## src/design/spo2_ratio_of_ratios_assert.svh

```systemverilog
// Assertion macros for the SpO2 ratio-of-ratios block.
`ifndef SPO2_RATIO_OF_RATIOS_ASSERT_SVH
`define SPO2_RATIO_OF_RATIOS_ASSERT_SVH

`ifndef NO_ASSERTIONS
// Checked outside reset only.
`define SPO2_ASSERT(lbl, prop) \
  lbl: assert property (@(posedge clk) disable iff (rst) prop) \
    else $error("spo2 assertion failed");
// Checked at every edge, reset included.
`define SPO2_ASSERT_ALWAYS(lbl, prop) \
  lbl: assert property (@(posedge clk) prop) \
    else $error("spo2 assertion failed");
`else
`define SPO2_ASSERT(lbl, prop)
`define SPO2_ASSERT_ALWAYS(lbl, prop)
`endif

`endif

```

## src/design/spo2_pkg.sv

```systemverilog
`timescale 1ns / 1ps

package spo2_pkg;

  localparam int WINDOW_SAMPLES = 16;
  localparam int SAMPLE_W       = 16;
  // Window length is a power of two: the mean is a right shift by CNT_W.
  localparam int CNT_W          = $clog2(WINDOW_SAMPLES);
  localparam int SUM_W          = SAMPLE_W + CNT_W;
  localparam int PROD_W         = SUM_W + SAMPLE_W;
  localparam int MUL_B_W        = SAMPLE_W;
  localparam int MUL_P_W        = PROD_W + MUL_B_W;
  localparam int DIV_Q_W        = 12;
  localparam int SCALED_W       = PROD_W + DIV_Q_W;
  localparam int DIV_CNT_W      = $clog2(DIV_Q_W + 1);
  localparam int SPO2_W         = 14;
  localparam int STEP_W         = DIV_Q_W + 1;

  localparam logic [MUL_B_W-1:0]  SPO2_SLOPE  = MUL_B_W'(2500);
  localparam logic [SPO2_W-1:0]   SPO2_BASE   = SPO2_W'(11000);
  localparam logic [SPO2_W-1:0]   SPO2_CAP    = SPO2_W'(10000);
  localparam logic [SAMPLE_W-1:0] LEVEL_RESET = SAMPLE_W'(5000);

  typedef enum logic [1:0] {
    ST_VALID     = 2'd0,
    ST_NO_FINGER = 2'd1,
    ST_INVALID   = 2'd2,
    ST_LOW_SAT   = 2'd3
  } status_t;

  typedef struct packed {
    logic [SAMPLE_W-1:0] ir_sample;
    logic [SAMPLE_W-1:0] red_sample;
  } sample_t;

  typedef struct packed {
    status_t           status;
    logic [SPO2_W-1:0] spo2_centi;
  } result_t;

  typedef struct packed {
    logic [SUM_W-1:0]    ir_sum;
    logic [SUM_W-1:0]    red_sum;
    logic [SAMPLE_W-1:0] ir_low;
    logic [SAMPLE_W-1:0] ir_high;
    logic [SAMPLE_W-1:0] red_low;
    logic [SAMPLE_W-1:0] red_high;
  } stats_t;

  typedef struct packed {
    logic               done;
    logic [DIV_Q_W-1:0] quot;
    logic               rem_nz;
  } div_res_t;

endpackage

```

## src/design/spo2_accum.sv

```systemverilog
`timescale 1ns / 1ps

module spo2_accum import spo2_pkg::*; (
  input  logic    clk,
  input  logic    rst,
  input  logic    beat,
  input  sample_t sample,
  input  logic    clear,
  output stats_t  stats,
  output logic    last
);

  logic [CNT_W-1:0] sample_count;

  assign last = (sample_count == CNT_W'(WINDOW_SAMPLES - 1));

  always_ff @(posedge clk) begin
    if (rst || clear) begin
      sample_count   <= '0;
      stats.ir_sum   <= '0;
      stats.red_sum  <= '0;
      stats.ir_low   <= '1;
      stats.ir_high  <= '0;
      stats.red_low  <= '1;
      stats.red_high <= '0;
    end else if (beat) begin
      // hold the count at the last slot; the window end clears it
      if (!last) begin
        sample_count <= sample_count + CNT_W'(1);
      end
      stats.ir_sum  <= stats.ir_sum + SUM_W'(sample.ir_sample);
      stats.red_sum <= stats.red_sum + SUM_W'(sample.red_sample);
      if (sample.ir_sample < stats.ir_low) begin
        stats.ir_low <= sample.ir_sample;
      end
      if (sample.ir_sample > stats.ir_high) begin
        stats.ir_high <= sample.ir_sample;
      end
      if (sample.red_sample < stats.red_low) begin
        stats.red_low <= sample.red_sample;
      end
      if (sample.red_sample > stats.red_high) begin
        stats.red_high <= sample.red_sample;
      end
    end
  end

endmodule

```

## src/design/spo2_mul.sv

```systemverilog
`timescale 1ns / 1ps

module spo2_mul import spo2_pkg::*; (
  input  logic               clk,
  input  logic [PROD_W-1:0]  a,
  input  logic [MUL_B_W-1:0] b,
  output logic [MUL_P_W-1:0] p
);

  always_ff @(posedge clk) begin
    p <= MUL_P_W'(a) * MUL_P_W'(b);
  end

endmodule

```

## src/design/spo2_div.sv

```systemverilog
`timescale 1ns / 1ps

module spo2_div import spo2_pkg::*; (
  input  logic                clk,
  input  logic                rst,
  input  logic                start,
  input  logic [SCALED_W-1:0] dividend,
  input  logic [PROD_W-1:0]   divisor,
  output div_res_t            res
);

  // Restoring division, one quotient bit a cycle. The quotient is known to
  // fit DIV_Q_W bits, so the top of the dividend starts below the divisor.
  logic                 busy;
  logic [DIV_CNT_W-1:0] cnt;
  logic [PROD_W-1:0]    rem;
  logic [DIV_Q_W-1:0]   low;
  logic [DIV_Q_W-1:0]   quot;
  logic [PROD_W:0]      trial;
  logic                 ge;

  assign trial = {rem, low[DIV_Q_W-1]};
  assign ge    = (trial >= {1'b0, divisor});

  assign res.done   = busy && (cnt == '0);
  assign res.quot   = quot;
  assign res.rem_nz = (rem != '0);

  always_ff @(posedge clk) begin
    if (rst) begin
      busy <= 1'b0;
      cnt  <= '0;
    end else if (start) begin
      busy <= 1'b1;
      cnt  <= DIV_CNT_W'(DIV_Q_W);
    end else if (busy) begin
      if (cnt == '0) begin
        busy <= 1'b0;
      end else begin
        cnt <= cnt - DIV_CNT_W'(1);
      end
    end
  end

  always_ff @(posedge clk) begin
    if (start) begin
      rem  <= dividend[SCALED_W-1:DIV_Q_W];
      low  <= dividend[DIV_Q_W-1:0];
      quot <= '0;
    end else if (busy && (cnt != '0)) begin
      rem  <= ge ? PROD_W'(trial - {1'b0, divisor}) : trial[PROD_W-1:0];
      low  <= {low[DIV_Q_W-2:0], 1'b0};
      quot <= {quot[DIV_Q_W-2:0], ge};
    end
  end

endmodule

```

## src/design/spo2_ratio_of_ratios.sv

```systemverilog
// Window samples: one beat per cycle while collecting a window, but the last
// sample of a window waits while the previous result is still not accepted.
// A window's result is set by the no-finger or invalid checks, else by the
// low-saturation compare, else by three passes through the shared multiplier
// and a 12-step divider. No samples are taken while a window is evaluated.
// Reset (synchronous, active high) clears the window and sets the level to 5000.
`timescale 1ns / 1ps

`include "spo2_ratio_of_ratios_assert.svh"

module spo2_ratio_of_ratios import spo2_pkg::*; (
  input  logic                clk,
  input  logic                rst,
  input  logic                sample_valid,
  output logic                sample_ready,
  input  sample_t             sample,
  output logic                result_valid,
  input  logic                result_ready,
  output result_t             result,
  input  logic                cfg_valid,
  output logic                cfg_ready,
  input  logic [SAMPLE_W-1:0] cfg_data
);

  typedef enum logic [6:0] {
    S_ACC   = 7'b0000001,
    S_CHECK = 7'b0000010,
    S_MULN  = 7'b0000100,
    S_MULD  = 7'b0001000,
    S_CMP   = 7'b0010000,
    S_SCL   = 7'b0100000,
    S_DIV   = 7'b1000000
  } state_t;

  state_t              state;
  state_t              state_next;
  logic [SAMPLE_W-1:0] level;
  logic                beat;
  logic                acc_last;
  logic                write_out;
  logic                div_start;
  stats_t              stats;
  div_res_t            div;
  result_t             res_next;
  logic [PROD_W-1:0]   mul_a;
  logic [MUL_B_W-1:0]  mul_b;
  logic [MUL_P_W-1:0]  mul_p;
  logic [PROD_W-1:0]   num;
  logic [PROD_W-1:0]   den;
  logic [SAMPLE_W-1:0] ir_swing;
  logic [SAMPLE_W-1:0] red_swing;
  logic                no_finger;
  logic                flat;
  logic [STEP_W-1:0]   step;
  logic [SPO2_W-1:0]   spo2_raw;

  assign cfg_ready    = 1'b1;
  // refuse the window's last sample while the previous result still waits
  assign sample_ready = (state == S_ACC) && !(acc_last && result_valid);
  assign beat         = sample_valid && sample_ready;

  spo2_accum u_accum (
    .clk    (clk),
    .rst    (rst),
    .beat   (beat),
    .sample (sample),
    .clear  (write_out),
    .stats  (stats),
    .last   (acc_last)
  );

  spo2_mul u_mul (
    .clk (clk),
    .a   (mul_a),
    .b   (mul_b),
    .p   (mul_p)
  );

  spo2_div u_div (
    .clk      (clk),
    .rst      (rst),
    .start    (div_start),
    .dividend (mul_p[SCALED_W-1:0]),
    .divisor  (den),
    .res      (div)
  );

  assign ir_swing  = stats.ir_high - stats.ir_low;
  assign red_swing = stats.red_high - stats.red_low;
  assign no_finger = ((stats.ir_sum >> CNT_W) < SUM_W'(level)) ||
                     ((stats.red_sum >> CNT_W) < SUM_W'(level));
  assign flat      = (ir_swing == '0) || (stats.ir_sum == '0) || (stats.red_sum == '0);

  // ceil(2500 * R): round up on a non-zero remainder
  assign step     = STEP_W'(div.quot) + STEP_W'(div.rem_nz);
  assign spo2_raw = SPO2_BASE - SPO2_W'(step);

  always_comb begin
    mul_a = PROD_W'(stats.ir_sum);
    mul_b = red_swing;
    unique case (state)
      S_MULD: begin
        mul_a = PROD_W'(stats.red_sum);
        mul_b = ir_swing;
      end
      S_CMP: begin
        mul_a = num;
        mul_b = SPO2_SLOPE;
      end
      default: begin
        mul_a = PROD_W'(stats.ir_sum);
        mul_b = red_swing;
      end
    endcase
  end

  always_comb begin
    state_next          = state;
    write_out           = 1'b0;
    div_start           = 1'b0;
    res_next.status     = ST_VALID;
    res_next.spo2_centi = '0;
    unique case (state)
      S_ACC: begin
        if (beat && acc_last) begin
          state_next = S_CHECK;
        end
      end
      S_CHECK: begin
        priority if (no_finger) begin
          write_out       = 1'b1;
          res_next.status = ST_NO_FINGER;
          state_next      = S_ACC;
        end else if (flat) begin
          write_out       = 1'b1;
          res_next.status = ST_INVALID;
          state_next      = S_ACC;
        end else begin
          state_next = S_MULN;
        end
      end
      S_MULN: begin
        state_next = S_MULD;
      end
      S_MULD: begin
        state_next = S_CMP;
      end
      S_CMP: begin
        // product register holds the denominator here
        if (num > mul_p[PROD_W-1:0]) begin
          write_out       = 1'b1;
          res_next.status = ST_LOW_SAT;
          state_next      = S_ACC;
        end else begin
          state_next = S_SCL;
        end
      end
      S_SCL: begin
        div_start  = 1'b1;
        state_next = S_DIV;
      end
      S_DIV: begin
        if (div.done) begin
          write_out           = 1'b1;
          res_next.spo2_centi = (spo2_raw > SPO2_CAP) ? SPO2_CAP : spo2_raw;
          state_next          = S_ACC;
        end
      end
      default: begin
        state_next = S_ACC;
      end
    endcase
  end

  always_ff @(posedge clk) begin
    if (rst) begin
      state        <= S_ACC;
      result_valid <= 1'b0;
      level        <= LEVEL_RESET;
    end else begin
      state <= state_next;
      if (cfg_valid && cfg_ready) begin
        level <= cfg_data;
      end
      if (write_out) begin
        result_valid <= 1'b1;
      end else if (result_valid && result_ready) begin
        result_valid <= 1'b0;
      end
    end
  end

  always_ff @(posedge clk) begin
    if (write_out) begin
      result <= res_next;
    end
    if (state == S_MULD) begin
      num <= mul_p[PROD_W-1:0];
    end
    if (state == S_CMP) begin
      den <= mul_p[PROD_W-1:0];
    end
  end

  `SPO2_ASSERT(a_zero_unless_valid, result_valid && (result.status != ST_VALID) |-> result.spo2_centi == '0)
  `SPO2_ASSERT(a_spo2_range, result_valid && (result.status == ST_VALID) |-> (result.spo2_centi >= SPO2_W'(8500)) && (result.spo2_centi <= SPO2_CAP))
  `SPO2_ASSERT(a_last_stalls, beat && acc_last |=> !sample_ready)
  `SPO2_ASSERT(a_div_done_in_div, div.done |-> state == S_DIV)
  `SPO2_ASSERT_ALWAYS(a_reset_idle, $past(rst) |-> !result_valid && (state == S_ACC))

endmodule

```

## config.mk

```make
export PLATFORM = sky130hd
export DESIGN_NAME = spo2_ratio_of_ratios
export DESIGN_NICKNAME = d
export VERILOG_FILES = /design/src/design/spo2_pkg.sv /design/src/design/spo2_accum.sv /design/src/design/spo2_mul.sv /design/src/design/spo2_div.sv /design/src/design/spo2_ratio_of_ratios.sv
export VERILOG_INCLUDE_DIRS = /design/src /design/src/design
export SDC_FILE = /design/constraint.sdc
export NUM_CORES = 2
export LEC_CHECK = 0
export ABC_CLOCK_PERIOD_IN_PS = 10140
export BUFFER_PORTS_ARGS = -buffer_cell sky130_fd_sc_hd__buf_2
export CAP_MARGIN = 20
export CORE_AREA = 2 2 294 296
export DETAILED_ROUTE_END_ITERATION = 10
export DIE_AREA = 0 0 296 298
export PLACE_DENSITY_LB_ADDON = 0.25
export SLEW_MARGIN = 20
export SYNTH_ARGS = -nofsm -noshare
export SYNTH_HDL_FRONTEND = slang
export SYNTH_HIERARCHICAL = 1
export SYNTH_SLANG_ARGS = --single-unit
```

## constraint.sdc

```tcl
create_clock -name clk -period 10.14 [get_ports clk]
set_clock_uncertainty 0.05 [all_clocks]
set_input_delay 1.521 -clock clk [delete_from_list [all_inputs] [get_ports clk]]
set_output_delay 1.521 -clock clk [all_outputs]
set_load 0.01 [all_outputs]
```

==> results.txt <==
P per Cell Area = 154 mW/mm^2
Vias in the first global route = 31400
Synthesized net count = 5284
Die H = 298 um
Drt drc = 0
Clock insertion delay at the later pin of the skew report = 0.57 ns
Post-CTS setup buffers = 0
Period minus WS final = 9.18 ns
IO Pins = 72
Relative slew slack = 0.221
Layout cells sized above 1 = 0.0679
Max-slew violation count = 0
DR WL/cell = 19.1 um
Total negative slack = 0 ns
Worst Hold Path EP = u_div/quot[2]
Outcome = complete, no violations
Worst slew pin tran = 1.17 ns
Global route total overflow = 0
P_leak = 19.4 nW
Number of max-cap violations = 0
CP max-delay cell = or4b_2
Synth-to-Final Area Change = 7.40%
Crit path DAT = 9.58 ns
Unrepaired setup endpoints after global routing = no
Sink Count = 333
Pin count of the biggest net entering global routing = 72
Startpoint Class = flop
Crit Path Max Fanout = 65
R2r setup slk = 0.96 ns
FF-to-FF Start = state[0]
Critical path class = flop to flop
Worst Hold Path Cells = 2
Via count = 30600
CP max stage delay = 0.94 ns
Detailed Place HPWL = 81.8 mm
Post-Syn Area = 0.0391 sq mm
DRT Wirelength = 106 mm
TritonCTS buffer count = 37
Core area = 0.0849 sq mm
Hold-fix buffers, CTS = 0
Dpl cells = 5482
Cell mode on critical path = fa_1
Ant diodes = 0
Post-route ant nets = 0
# resized after CTS = 0
Post-route cell area = 0.0420 sq mm
First-pass DRT Iterations = 6
Starting Density = 0.461
Final Non-Filler Cells = 5550
Post-layout util = 0.495
Avg Vias per Cell = 5.51
CTS H-tree lvls = 2
Worst Hold Class = flop to flop
Maximum vdd drop = 0.170 mV
IO buf count = 70
CTS Buffer Depth = 3
Required @ worst endpoint = 10.54 ns
Worst Reg-to-Reg Cells = 25
First-pass GRT wire length = 172 mm
Clock-pin slew on the worst setup and hold paths = 0.07 ns
Worst R2R End = u_mul/p[43]
Root Buffer = clkbuf_16
Hold_ws = 0.419 ns
Syn Area/Cell = 8.88 sq um
Number of DRC markers in iteration 0 = 1963
Place WS = 1.07 ns
GP Congestion = 0.940
CTS tree = done
Number of synthesis warnings = 6
Post-DP Area = 0.0407 sq mm
Fin crit share = 0.905
Final Worst Setup Slack = 0.958 ns
Mapped Cells = 4406
Power Total = 6.48 mW
Min-delay src = u_div/quot[1]
Die W = 296 um
Nets = 5255
Tot GR Track Use = 0.245
Num rows = 107
Filler Cell Count = 8182
Die Area = 0.0882 sq mm
Fmax = 109 MHz
Initial antenna violation count = 0
Setup-failing EPs final = 0
Hold Vio Cnt, Final = 0
Worst setup EP type = flop
==> placed cells by master (no fill, tap or decap), drive strengths merged, types with 33 or more instances in the layout <==
| cell | instances |
|---|---|
| o21ai | 113 |
| ha | 348 |
| inv | 742 |
| xor2 | 40 |
| fa | 477 |
| xnor2 | 73 |
| dfxtp | 197 |
| nor2 | 178 |
| clkbuf | 51 |
| mux2 | 45 |
| and2 | 262 |
| edfxtp | 136 |
| o211ai | 46 |
| a211oi | 37 |
| mux2i | 64 |
| nand4 | 38 |
| a31oi | 33 |
| a21o | 59 |
| buf | 120 |
| a21oi | 191 |
| nor3 | 44 |
| nand2 | 620 |
| nor4 | 35 |
| nand3 | 75 |
==> metal layers <==
layer  vias up  track usage  share of wire
met5         -            0              0
met4         0       0.0566          0.022
met3       136       0.0207          0.049
met2       803        0.412           0.48
met1     15300        0.344           0.45
li1      14400            -              -
==> sequential cells by signal, indices dropped and copies added (netlist names) <==
register / count
u_mul/p: 48
u_div/busy: 1
u_div/rem: 36
u_accum/stats: 104
state: 7
result: 16
den: 36
u_div/low: 12
result_valid: 1
u_div/quot: 12
level: 16
u_div/cnt: 4
u_accum/sample_count: 4
num: 36
==> power breakdown <==
part / leakage (nW) / internal [mW] / switching, mW
registers: 2.77 / 1.56 / 0.183
clock network: 0.641 / 0.848 / 0.592
logic: 16.0 / 1.23 / 2.07
total: 19.4 / 3.64 / 2.84
==> how the worst max path moves through the flow <==
stage,end,from,slack [ns]
6_report,u_mul/p[43],state[0],0.96
5_1_grt,u_mul/p[45],state[6],0.51
4_1_cts,u_mul/p[43],state[6],1.07
3_5_place_dp,u_mul/p[43],state[6],1.07
3_3_place_gp,u_mul/p[43],state[6],1.23
2_1_floorplan,u_mul/p[35],state[6],1.46
==> layout make-up <==
type	instances	area (sq um)	share of cell area
Clock buffer	51	1050	0.0251
Clock inverter	17	262	0.00622
Timing Repair Buffer	120	726	0.0173
Multi-Input combinational cell	3146	27800	0.660
Inverter	739	2770	0.0660
Sequential cell	333	8030	0.191
Tap cell	1144	1430	0.0341
==> worst max-delay path: cells and delay by family, from the launching register on <==
| kind | cells | cell delay (ns) |
|---|---|---|
| compound gates | 4 | 1.18 |
| simple gates | 8 | 2.69 |
| fa+ha+maj | 7 | 3.57 |
| flops | 1 | 0.32 |
| xor+xnor | 1 | 0.14 |
| buf+inv | 5 | 1.06 |
Power figures use the tool's default switching activity.
